===== src/hw/rtl/ffba_pkg.sv =====
// Shared constants and types for the first-fit block allocator.
package ffba_pkg;

	// Default number of blocks in the allocation table.
	localparam int TABLE_DEPTH_DEF = 1024;

	// Block size in bytes (a power of two) and its shift and low-bit mask.
	localparam int BLOCK_BYTES = 4096;
	localparam int BLOCK_SHIFT = $clog2(BLOCK_BYTES);
	localparam logic [31:0] BLOCK_MASK = 32'(BLOCK_BYTES - 1);

	// Width of a request rounded up to whole blocks.
	localparam int BLOCKS_W = 33 - BLOCK_SHIFT;

	// Configuration register indexes.
	localparam logic [1:0] CFG_HEAP_BASE     = 2'd0;
	localparam logic [1:0] CFG_BLOCKS_IN_USE = 2'd1;

	// Table entry flags.
	localparam logic [2:0] ENT_FREE  = 3'b000;
	localparam logic [2:0] ENT_TAKEN = 3'b001;
	localparam logic [2:0] ENT_FIRST = 3'b010;
	localparam logic [2:0] ENT_NEXT  = 3'b100;

	// Status reported by the allocation engine.
	typedef struct packed {
		logic clearing;
		logic busy;
	} back_status_t;

endpackage


===== src/hw/rtl/ffba_front.sv =====
// Request front end: rounds the byte count to blocks and flags requests that cannot fit.
module ffba_front #(
	parameter int TABLE_DEPTH = ffba_pkg::TABLE_DEPTH_DEF,
	parameter int CW = $clog2(TABLE_DEPTH + 1)
) (
	input  logic                  in_valid,
	output logic                  in_ready,
	input  logic [31:0]           request_bytes,
	input  logic [10:0]           blocks_in_use,
	input  ffba_pkg::back_status_t status,
	input  logic                  q_full,
	output logic                  q_push,
	output logic [2*CW:0]         q_data
);
	import ffba_pkg::*;

	logic [32:0]         bytes_up;
	logic [BLOCKS_W-1:0] blocks;
	logic [CW-1:0]       limit;
	logic                refuse;

	// Round the request up to a whole number of blocks.
	assign bytes_up = {1'b0, request_bytes} + 33'(BLOCK_BYTES - 1);
	assign blocks   = bytes_up[32:BLOCK_SHIFT];

	// The scan count saturates at the table depth.
	assign limit = (32'(blocks_in_use) > 32'(TABLE_DEPTH)) ? CW'(TABLE_DEPTH)
		: CW'(blocks_in_use);

	// A zero-size request or one longer than the scanned range is refused at once.
	assign refuse = (blocks == '0) || (32'(blocks) > 32'(limit));

	// Items wait in the queue; none are taken during the table clear.
	assign in_ready = !q_full && !status.clearing;
	assign q_push   = in_valid && in_ready;
	assign q_data   = {refuse, CW'(blocks), limit};

endmodule


===== src/hw/rtl/ffba_queue.sv =====
// Two-entry queue between the request front end and the allocation engine.
module ffba_queue #(
	parameter int W = 8
) (
	input  logic         clk,
	input  logic         arst_n,
	input  logic         push,
	input  logic [W-1:0] push_data,
	input  logic         pop,
	output logic [W-1:0] pop_data,
	output logic         full,
	output logic         empty
);

	logic [W-1:0] slot_q [2];
	logic         wr_ptr_q;
	logic         rd_ptr_q;
	logic [1:0]   count_q;

	assign full     = (count_q == 2'd2);
	assign empty    = (count_q == 2'd0);
	assign pop_data = slot_q[rd_ptr_q];

	// Pointers and fill count.
	always_ff @(posedge clk or negedge arst_n) begin
		if (!arst_n) begin
			wr_ptr_q <= 1'b0;
			rd_ptr_q <= 1'b0;
			count_q  <= 2'd0;
		end else begin
			if (push) begin
				wr_ptr_q <= !wr_ptr_q;
			end
			if (pop) begin
				rd_ptr_q <= !rd_ptr_q;
			end
			if (push && !pop) begin
				count_q <= count_q + 2'd1;
			end else if (pop && !push) begin
				count_q <= count_q - 2'd1;
			end
		end
	end

	// Storage slots.
	always_ff @(posedge clk) begin
		if (push) begin
			slot_q[wr_ptr_q] <= push_data;
		end
	end

endmodule


===== src/hw/rtl/ffba_back.sv =====
// Allocation engine: clears the table, scans it for a free run, marks the run and returns the result.
module ffba_back #(
	parameter int TABLE_DEPTH = ffba_pkg::TABLE_DEPTH_DEF,
	parameter int CW = $clog2(TABLE_DEPTH + 1)
) (
	input  logic                   clk,
	input  logic                   arst_n,
	input  logic                   q_empty,
	input  logic [2*CW:0]          q_data,
	output logic                   q_pop,
	input  logic [31:0]            heap_base,
	output logic                   out_valid,
	input  logic                   out_ready,
	output logic                   granted,
	output logic [31:0]            block_address,
	output ffba_pkg::back_status_t status
);
	import ffba_pkg::*;

	localparam int AW = (TABLE_DEPTH > 1) ? $clog2(TABLE_DEPTH) : 1;

	typedef enum logic [1:0] {
		ST_CLEAR,
		ST_IDLE,
		ST_SCAN,
		ST_MARK
	} state_t;

	state_t        state_q;
	logic [2:0]    table_mem [TABLE_DEPTH];
	logic [2:0]    rd_data_s1;
	logic [CW-1:0] addr_s1;
	logic          pend_s1;
	logic [CW-1:0] issue_idx_q;
	logic [CW-1:0] len_q;
	logic [CW-1:0] limit_q;
	logic [CW-1:0] count_q;
	logic [CW-1:0] start_q;
	logic [CW-1:0] mark_idx_q;
	logic [CW-1:0] left_q;
	logic          first_q;
	logic          out_valid_q;
	logic          granted_q;
	logic [31:0]   addr_q;

	logic          q_refuse;
	logic [CW-1:0] q_len;
	logic [CW-1:0] q_limit;
	logic [CW-1:0] count_nx;
	logic [CW-1:0] run_start;
	logic          entry_taken;
	logic          mem_we;
	logic [CW-1:0] mem_waddr;
	logic [2:0]    mem_wdata;

	assign {q_refuse, q_len, q_limit} = q_data;

	// Take a new item only when the result slot is empty.
	assign q_pop = (state_q == ST_IDLE) && !q_empty && !out_valid_q;

	// Run tracking for the entry whose read data is arriving.
	assign entry_taken = (rd_data_s1 & ENT_TAKEN) != ENT_FREE;
	assign count_nx    = count_q + CW'(1);
	assign run_start   = (count_q == '0) ? addr_s1 : start_q;

	// Table write port: the clearing sweep or the run marking.
	always_comb begin
		mem_we    = 1'b0;
		mem_waddr = mark_idx_q;
		mem_wdata = ENT_FREE;
		case (state_q)
			ST_CLEAR: begin
				mem_we = 1'b1;
			end
			ST_MARK: begin
				mem_we    = 1'b1;
				mem_wdata = ENT_TAKEN | (first_q ? ENT_FIRST : ENT_FREE)
					| ((left_q > CW'(1)) ? ENT_NEXT : ENT_FREE);
			end
			default: begin
				mem_we = 1'b0;
			end
		endcase
	end

	// Table memory with a registered read port.
	always_ff @(posedge clk) begin
		if (mem_we) begin
			table_mem[mem_waddr[AW-1:0]] <= mem_wdata;
		end
		rd_data_s1 <= table_mem[issue_idx_q[AW-1:0]];
	end

	// Sequencer and result register.
	always_ff @(posedge clk or negedge arst_n) begin
		if (!arst_n) begin
			state_q     <= ST_CLEAR;
			mark_idx_q  <= '0;
			pend_s1     <= 1'b0;
			out_valid_q <= 1'b0;
			issue_idx_q <= '0;
		end else begin
			if (out_valid_q && out_ready) begin
				out_valid_q <= 1'b0;
			end
			case (state_q)
				ST_CLEAR: begin
					mark_idx_q <= mark_idx_q + CW'(1);
					if (mark_idx_q == CW'(TABLE_DEPTH - 1)) begin
						state_q <= ST_IDLE;
					end
				end
				ST_IDLE: begin
					if (q_pop) begin
						len_q       <= q_len;
						limit_q     <= q_limit;
						issue_idx_q <= '0;
						count_q     <= '0;
						pend_s1     <= 1'b0;
						if (q_refuse) begin
							out_valid_q <= 1'b1;
							granted_q   <= 1'b0;
							addr_q      <= '0;
						end else begin
							state_q <= ST_SCAN;
						end
					end
				end
				ST_SCAN: begin
					// Issue the next read while the previous entry is checked.
					if (issue_idx_q < limit_q) begin
						issue_idx_q <= issue_idx_q + CW'(1);
						addr_s1     <= issue_idx_q;
						pend_s1     <= 1'b1;
					end else begin
						pend_s1 <= 1'b0;
					end
					if (pend_s1) begin
						if (entry_taken) begin
							count_q <= '0;
						end else begin
							count_q <= count_nx;
							start_q <= run_start;
							if (count_nx == len_q) begin
								mark_idx_q <= run_start;
								left_q     <= len_q;
								first_q    <= 1'b1;
								state_q    <= ST_MARK;
							end
						end
					end else if (issue_idx_q >= limit_q) begin
						out_valid_q <= 1'b1;
						granted_q   <= 1'b0;
						addr_q      <= '0;
						state_q     <= ST_IDLE;
					end
				end
				ST_MARK: begin
					mark_idx_q <= mark_idx_q + CW'(1);
					left_q     <= left_q - CW'(1);
					first_q    <= 1'b0;
					if (left_q == CW'(1)) begin
						out_valid_q <= 1'b1;
						granted_q   <= 1'b1;
						addr_q      <= (heap_base & ~BLOCK_MASK)
							+ (32'(start_q) << BLOCK_SHIFT);
						state_q     <= ST_IDLE;
					end
				end
				default: begin
					state_q <= ST_IDLE;
				end
			endcase
		end
	end

	assign out_valid       = out_valid_q;
	assign granted         = granted_q;
	assign block_address   = addr_q;
	assign status.clearing = (state_q == ST_CLEAR);
	assign status.busy     = (state_q == ST_SCAN) || (state_q == ST_MARK);

endmodule


===== src/hw/rtl/first_fit_block_allocator_core.sv =====
// Top level of the first-fit block allocator.
//
//  Port group   Direction  Handshake             Payload
//  in           input      in_valid/in_ready     request_bytes
//  out          output     out_valid/out_ready   granted, block_address
//  cfg          input      cfg_wr_en             cfg_index, cfg_wdata
//
// After reset the table is swept to free, one entry per cycle, over all TABLE_DEPTH entries;
// no item is accepted during that sweep.
// A granted item is first scanned and then marked between acceptance and result:
// the table memory is read one entry a cycle and then written one entry a cycle.
// Items refused up front skip the scan and are answered from idle; a failed scan answers once its range is read.
// Two items wait in the queue while one is served; a result holds the engine until taken.
module first_fit_block_allocator_core #(
	parameter int TABLE_DEPTH = ffba_pkg::TABLE_DEPTH_DEF
) (
	input  logic        clk,
	input  logic        arst_n,
	input  logic        in_valid,
	output logic        in_ready,
	input  logic [31:0] request_bytes,
	output logic        out_valid,
	input  logic        out_ready,
	output logic        granted,
	output logic [31:0] block_address,
	input  logic        cfg_wr_en,
	input  logic [1:0]  cfg_index,
	input  logic [31:0] cfg_wdata
);
	import ffba_pkg::*;

	localparam int CW = $clog2(TABLE_DEPTH + 1);

	logic [31:0]   heap_base_q;
	logic [10:0]   blocks_in_use_q;
	logic          q_push;
	logic          q_pop;
	logic          q_full;
	logic          q_empty;
	logic [2*CW:0] q_wdata;
	logic [2*CW:0] q_rdata;
	back_status_t  status;

	// Configuration registers.
	always_ff @(posedge clk or negedge arst_n) begin
		if (!arst_n) begin
			heap_base_q     <= '0;
			blocks_in_use_q <= 11'd1024;
		end else if (cfg_wr_en) begin
			case (cfg_index)
				CFG_HEAP_BASE: begin
					heap_base_q <= cfg_wdata;
				end
				CFG_BLOCKS_IN_USE: begin
					blocks_in_use_q <= cfg_wdata[10:0];
				end
				default: begin
					heap_base_q <= heap_base_q;
				end
			endcase
		end
	end

	ffba_front #(
		.TABLE_DEPTH(TABLE_DEPTH),
		.CW(CW)
	) u_front (
		.in_valid      (in_valid),
		.in_ready      (in_ready),
		.request_bytes (request_bytes),
		.blocks_in_use (blocks_in_use_q),
		.status        (status),
		.q_full        (q_full),
		.q_push        (q_push),
		.q_data        (q_wdata)
	);

	ffba_queue #(
		.W(2 * CW + 1)
	) u_queue (
		.clk       (clk),
		.arst_n    (arst_n),
		.push      (q_push),
		.push_data (q_wdata),
		.pop       (q_pop),
		.pop_data  (q_rdata),
		.full      (q_full),
		.empty     (q_empty)
	);

	ffba_back #(
		.TABLE_DEPTH(TABLE_DEPTH),
		.CW(CW)
	) u_back (
		.clk           (clk),
		.arst_n        (arst_n),
		.q_empty       (q_empty),
		.q_data        (q_rdata),
		.q_pop         (q_pop),
		.heap_base     (heap_base_q),
		.out_valid     (out_valid),
		.out_ready     (out_ready),
		.granted       (granted),
		.block_address (block_address),
		.status        (status)
	);

`ifndef SYNTHESIS
	// A refused item always reports address zero.
	a_refused_zero: assert property (@(posedge clk) disable iff (!arst_n)
		(out_valid && !granted) |-> (block_address == 32'd0))
		else $error("refused item with nonzero address");

	// A granted address is block aligned.
	a_granted_aligned: assert property (@(posedge clk) disable iff (!arst_n)
		(out_valid && granted) |-> ((block_address & BLOCK_MASK) == 32'd0))
		else $error("granted address not block aligned");

	// No item enters while the table is being cleared.
	a_no_accept_clear: assert property (@(posedge clk) disable iff (!arst_n)
		status.clearing |-> !in_ready)
		else $error("item accepted during table clear");

	// The engine never starts an item while a result is still waiting.
	a_pop_slot_free: assert property (@(posedge clk) disable iff (!arst_n)
		q_pop |=> !(status.busy && $past(out_valid)))
		else $error("item started with result slot occupied");
`endif

endmodule

===== config.mk =====
export PLATFORM = sky130hd
export DESIGN_NAME = first_fit_block_allocator_core
export DESIGN_NICKNAME = d
export VERILOG_FILES = /design/src/hw/rtl/ffba_pkg.sv /design/src/hw/rtl/ffba_front.sv /design/src/hw/rtl/ffba_queue.sv /design/src/hw/rtl/ffba_back.sv /design/src/hw/rtl/first_fit_block_allocator_core.sv
export SDC_FILE = /design/constraint.sdc
export NUM_CORES = 2
export LEC_CHECK = 0
export BUFFER_PORTS_ARGS = -buffer_cell sky130_fd_sc_hd__buf_4
export CAP_MARGIN = 0
export CORE_MARGIN = 5
export CORE_UTILIZATION = 50
export DETAILED_ROUTE_END_ITERATION = 10
export PLACE_DENSITY = 0.66
export SLEW_MARGIN = 20
export SYNTH_ARGS = -nofsm -noshare
export SYNTH_HDL_FRONTEND = slang
export SYNTH_HIERARCHICAL = 1
export SYNTH_SLANG_ARGS = --single-unit

===== constraint.sdc =====
create_clock -name clk -period 19.6 [get_ports clk]
set_input_delay 0.98 -clock clk [delete_from_list [all_inputs] [get_ports clk]]
set_output_delay 0.98 -clock clk [all_outputs]
set_load 0.01 [all_outputs]

# After elaboration in Yosys (flattened, before gate mapping)
# Memories as Yosys holds them, arrays and structs flattened. A register that Yosys moved wholly into a read port is not among the register bits.
# Cells that the tools add are included.
[totals]
inputBits = 71
out_inout_bits = 35
mem_bits_rw = 3118
regBits = 173
n_memories = 2
word_cells = 158
[classes]
reduce_logical = 39
n_eq_ne = 22
order_cmp = 5
add_sub_neg = 8
mux = 61
bitwise = 2
[memory_table]
columns = ["name", "depth", "width", "rd", "rd_clocked_by_memory_dff", "wr", "line", "text"]
rows = [
  ["u_back.table_mem", 1024, 3, 1, 1, 1, "ffba_back.sv:30", "logic [2:0] table_mem [TABLE_DEPTH];"],
  ["u_queue.slot_q", 2, 23, 1, 0, 1, "ffba_queue.sv:15", "logic [W-1:0] slot_q [2];"],
]
[op_table]
columns = ["op", "n"]
rows = [
  ["32-bit two-way mux", 5],
  ["11-bit two-way mux", 12],
  ["32-bit case mux with 3 select lines", 1],
  ["11-bit case mux with 2 select lines", 4],
  ["11-bit by 1-bit adder with 11-bit output (second input constant)", 3],
  ["32-bit by 12-bit adder with 33-bit output (second input constant)", 1],
  ["32-bit by 23-bit adder with 32-bit output", 1],
  ["2-bit two-way mux", 11],
  ["21-bit by 11-bit > comparator with 1-bit output", 1],
  ["21-bit logical NOT", 1],
  ["1-bit two-way mux", 21],
  ["7-bit AND reduction", 2],
  ["2-bit by 1-bit inequality test with 1-bit output (second input constant)", 6],
  ["4-bit AND reduction", 3],
  ["11-bit by 1-bit equality test with 1-bit output (second input constant)", 1],
  ["11-bit by 10-bit equality test with 1-bit output (second input constant)", 1],
  ["11-bit equality test", 1],
  ["11-bit >= comparator", 1],
  ["11-bit by 1-bit > comparator with 1-bit output (second input constant)", 1],
  ["11-bit > comparator (second input constant)", 1],
  ["11-bit logical NOT", 1],
  ["11-bit less-than comparator", 1],
  ["11-bit by 1-bit subtractor with 11-bit output (second input constant)", 1],
  ["2-bit inequality test (second input constant)", 5],
  ["other kinds (22)", 51],
]

# Logic depth before layout (Yosys ltp)
[logic_depth]
depth_word = 8
ltp_mapped = 15
mapped_depth_nobuf = 11

# Hierarchy
# The synthesis kept the hierarchy.
[modules_own_cells]
columns = ["mod", "n_inst", "area_per_inst_um2", "cells_per_inst"]
rows = [
  ["ffba_back", 1, 50856.3, 3639],
  ["ffba_queue", 1, 1949.4, 88],
  ["first_fit_block_allocator_core", 1, 1626.6, 92],
  ["ffba_front", 1, 699.4, 106],
]

# Worst setup path before layout
# No wires, ideal clock.
[synth_path]
kind = "reg-to-reg"
start = "register u_back.state_q[0]"
end = "register u_back.granted_q, in the netlist u_back/granted, data pin"
arrival_ps = 13441
n_path_buf = 0
setup_slack_ps = 3255
path_stages_with_launch = 2
required_ps = 16696
cell_sequence = "dfrtp_1 > ha_1"
[synth_between]
elab_chain_cells = 2
[synth_lines]
columns = ["element", "line", "text"]
rows = [
  ["from (decl)", "ffba_back.sv:29", "state_t state_q;"],
  ["from (signal assigned)", "ffba_back.sv:97", "state_q <= ST_CLEAR;"],
  ["from (signal assigned)", "ffba_back.sv:110", "state_q <= ST_IDLE;"],
  ["from (signal assigned)", "ffba_back.sv:125", "state_q <= ST_SCAN;"],
  ["2-bit equality test, or another cell as far along", "ffba_back.sv:106", "case (state_q)"],
  ["1-bit case mux with 3 select lines *", "ffba_back.sv:106", ""],
  ["to (signal assigned)", "ffba_back.sv:122", "granted_q <= 1'b0;"],
  ["to (signal assigned)", "ffba_back.sv:153", "granted_q <= 1'b0;"],
  ["to (signal assigned)", "ffba_back.sv:164", "granted_q <= 1'b1;"],
  ["to (decl)", "ffba_back.sv:43", "logic granted_q;"],
]
# Every way passes the cells marked *; elsewhere a longest branch is shown, timed or not.
# A chain may end at the register's enable or synchronous reset.

==> flow_metrics.tcl <==
set metrics [dict create \
    rsz0062_at_grt "no" \
    pwr-share-comb_pct 1.6 \
    slowest_stage "a2111oi_0" \
    hpwlAfterDp_um 75800 \
    syn_inst 3900 \
    critPathTopFamily "compound AO/OA/AOI/OAI gates" \
    postCtsSetupBuffers 0 \
    place_congestion 0.837 \
    period_minus_slack_ps 4640 \
    track_usage_pct 24.5 \
    fin_skew_ps 29.2 \
    cp.arrival_ps 5280 \
    cp-start-kind "register" \
    slew_headroom_pct 17.1 \
    core_area_um2 109000 \
    cts_buffers 121 \
    wl_per_cell_um 26.7 \
    fp-row-count 121 \
    powerDensity_nw_per_um2 85.5 \
    power.leakage_nw 16.1 \
    maxSlewViolCount 0 \
    clkSinkCount 1219 \
    dieArea_um2 116000 \
    syn-cell-area_um2 54700 \
    final_area_um2 60300 \
    ctsHoldBuffers 0 \
    cp.required_ps 20240 \
    worstSetupPathDepth 10 \
    fp.dieH_um 341 \
    drc_errors 0 \
    final_cells 5387 \
    finalSetupViolCount 0 \
    h-tree-depth 3 \
    power.total_mw 5.16 \
    post_cts_resized 0 \
    fin_nets 3984 \
    grt_pass1_vias 32000 \
    fin_tns_setup_ps 0 \
    p_sw_mw 1.04 \
    postRouteAntennaNets 0 \
    fin_crit_sh_pct 23.7 \
    p_int_mw 4.11 \
    worst_slew_pin_slew_ps 1230 \
    clk_pin_slew_ps 60 \
    io_buffers 92 \
    num_io_pins 106 \
    clkPwrFrac_pct 43.4 \
    clock_latency_ps 730 \
    area_delta_synth_final_pct 10.3 \
    globalRouteOverflowTotal 0 \
    cts_tree "done" \
    p_sw_share_pct 20.3 \
    wl_um 144000 \
    vias_per_cell 6.15 \
    vdd_drop_max_v 0.0000820 \
    grt_antenna_before_repair 2 \
    criticalPathCategory "register to register" \
    maxCapViolCount 0 \
    worstPathCellList "buf_4, buf_4, mux2i_1, o22ai_1, a21oi_1, o21ai_0, o21ai_0, a2111oi_0, a2111oi_1, o32ai_1" \
    grt_max_degree 296 \
    avgSynthCellArea_um2 14.0 \
    rr_worst_depth 10 \
    outcome "finished, final reports clean" \
    vias 33100 \
    place_inst 5153 \
    worstPathMaxFanout 47 \
    cts_max_path_buffers 3 \
    dr.pass1.iters 5 \
    slowest_delay_ps 1070 \
    yosys_warnings 6 \
    finalHoldViolations 0 \
    fmax_mhz 215 \
    crit_path_end_kind "register" \
    grt_pass1_wl_um 211000 \
    drive_gt1_share_pct 18.8 \
    cts_root_buf "clkbuf_16" \
    crit_buf_inv 2 \
    initial_core_util_pct 50.3 \
    postPlaceCellArea_um2 56400 \
    drt_iter0_drc 4436 \
    p_seq_share_pct 54.9 \
    hold_class "input port to async pin" \
    fp.dieW_um 341 \
    fillers 8764 \
]
==> cell usage in the layout, fill, tap and decap left out, types with 51 or more instances in the layout <==
cell,count
inv_1,51
mux4_2,241
edfxtp_1,1157
nand2_1,125
a21oi_1,75
buf_4,157
mux2_2,56
dfrtp_1,55
clkbuf_16,123
nor2_1,1112
mux2i_1,83
==> sequential cells by signal (all words and copies together) (netlist names), 2 cells and up <==
register              count
u_back/table_mem       1024
heap_base_q              20
u_back/issue_idx_q       11
u_back/block_address     20
u_queue/count_q           2
u_back/addr_s1           11
u_back/left_q            11
u_back/limit_q           11
blocks_in_use_q          11
u_back/count_q           11
u_back/start_q           11
u_back/mark_idx_q        11
u_queue/slot_q           46
u_back/len_q             11
u_back/state_q            2
==> cell type report <==
| type | instances | area [um^2] | area share [%] |
|---|---|---|---|
| multi-input cells | 2302 | 16900 | 28.0 |
| clock inverters | 79 | 552 | 0.915 |
| inverters | 56 | 210 | 0.349 |
| flip-flops and latches | 1219 | 36300 | 60.2 |
| well taps | 1414 | 1770 | 2.93 |
| clock buffers | 152 | 3280 | 5.43 |
| repair buffers | 164 | 1330 | 2.21 |
| diodes | 1 | 2.50 | 0.00415 |
==> path summary, 6_finish.rpt <==
check / from / end / slack, ps
hold reg to reg: u_queue/count_q[1] / u_queue/count_q[1] / 480
setup / recovery: u_back/issue_idx_q[1] / u_back/rd_data_s1[0] / 14960
setup reg to reg: u_back/issue_idx_q[1] / u_back/rd_data_s1[0] / 14960
hold / removal: arst_n / blocks_in_use_q[1] / 380
max in group asynchronous: arst_n / u_back/issue_idx_q[0] / 18510
min in group clk: u_queue/count_q[1] / u_queue/count_q[1] / 480
==> layer usage <==
metal | wire length (um) | GRT usage (%) | vias up
li1 | - | - | 14200
met1 | 55300 | 33.5 | 17100
met2 | 69300 | 40.0 | 1549
met3 | 14100 | 4.59 | 261
met4 | 5010 | 8.28 | 0
met5 | 0 | 0 | -
==> power by group through the flow <==
| stage | clock network [mW] | logic, mW | registers [mW] |
|---|---|---|---|
| after floorplan | 0 | 0.0596 | 2.88 |
| after global routing | 2.39 | 0.0970 | 2.83 |
| after CTS | 2.27 | 0.0854 | 2.83 |
| after global placement | 0 | 0.0833 | 2.89 |
| final | 2.24 | 0.0850 | 2.83 |
| after detailed placement | 0 | 0.0850 | 2.89 |
==> per-stage QoR <==
stage	hold WS [ps]	worst slack (ps)	util, %
3_3_place_gp	476	15030	51.9
2_1_floorplan	451	3250	-
5_1_grt	438	14830	55.5
6_report	375	14960	55.5
3_5_place_dp	479	15000	51.9
4_1_cts	386	14990	55.4
==> worst register-to-register path, cell delays in order, from the launching register on <==
cell and delay [ps]:
dfrtp_4 880, buf_4 720, buf_4 630, mux2i_1 200, o22ai_1 210, a21oi_1 140
o21ai_0 110, o21ai_0 250, a2111oi_0 1070, a2111oi_1 90, o32ai_1 270
(Power assumes the default switching activity.)
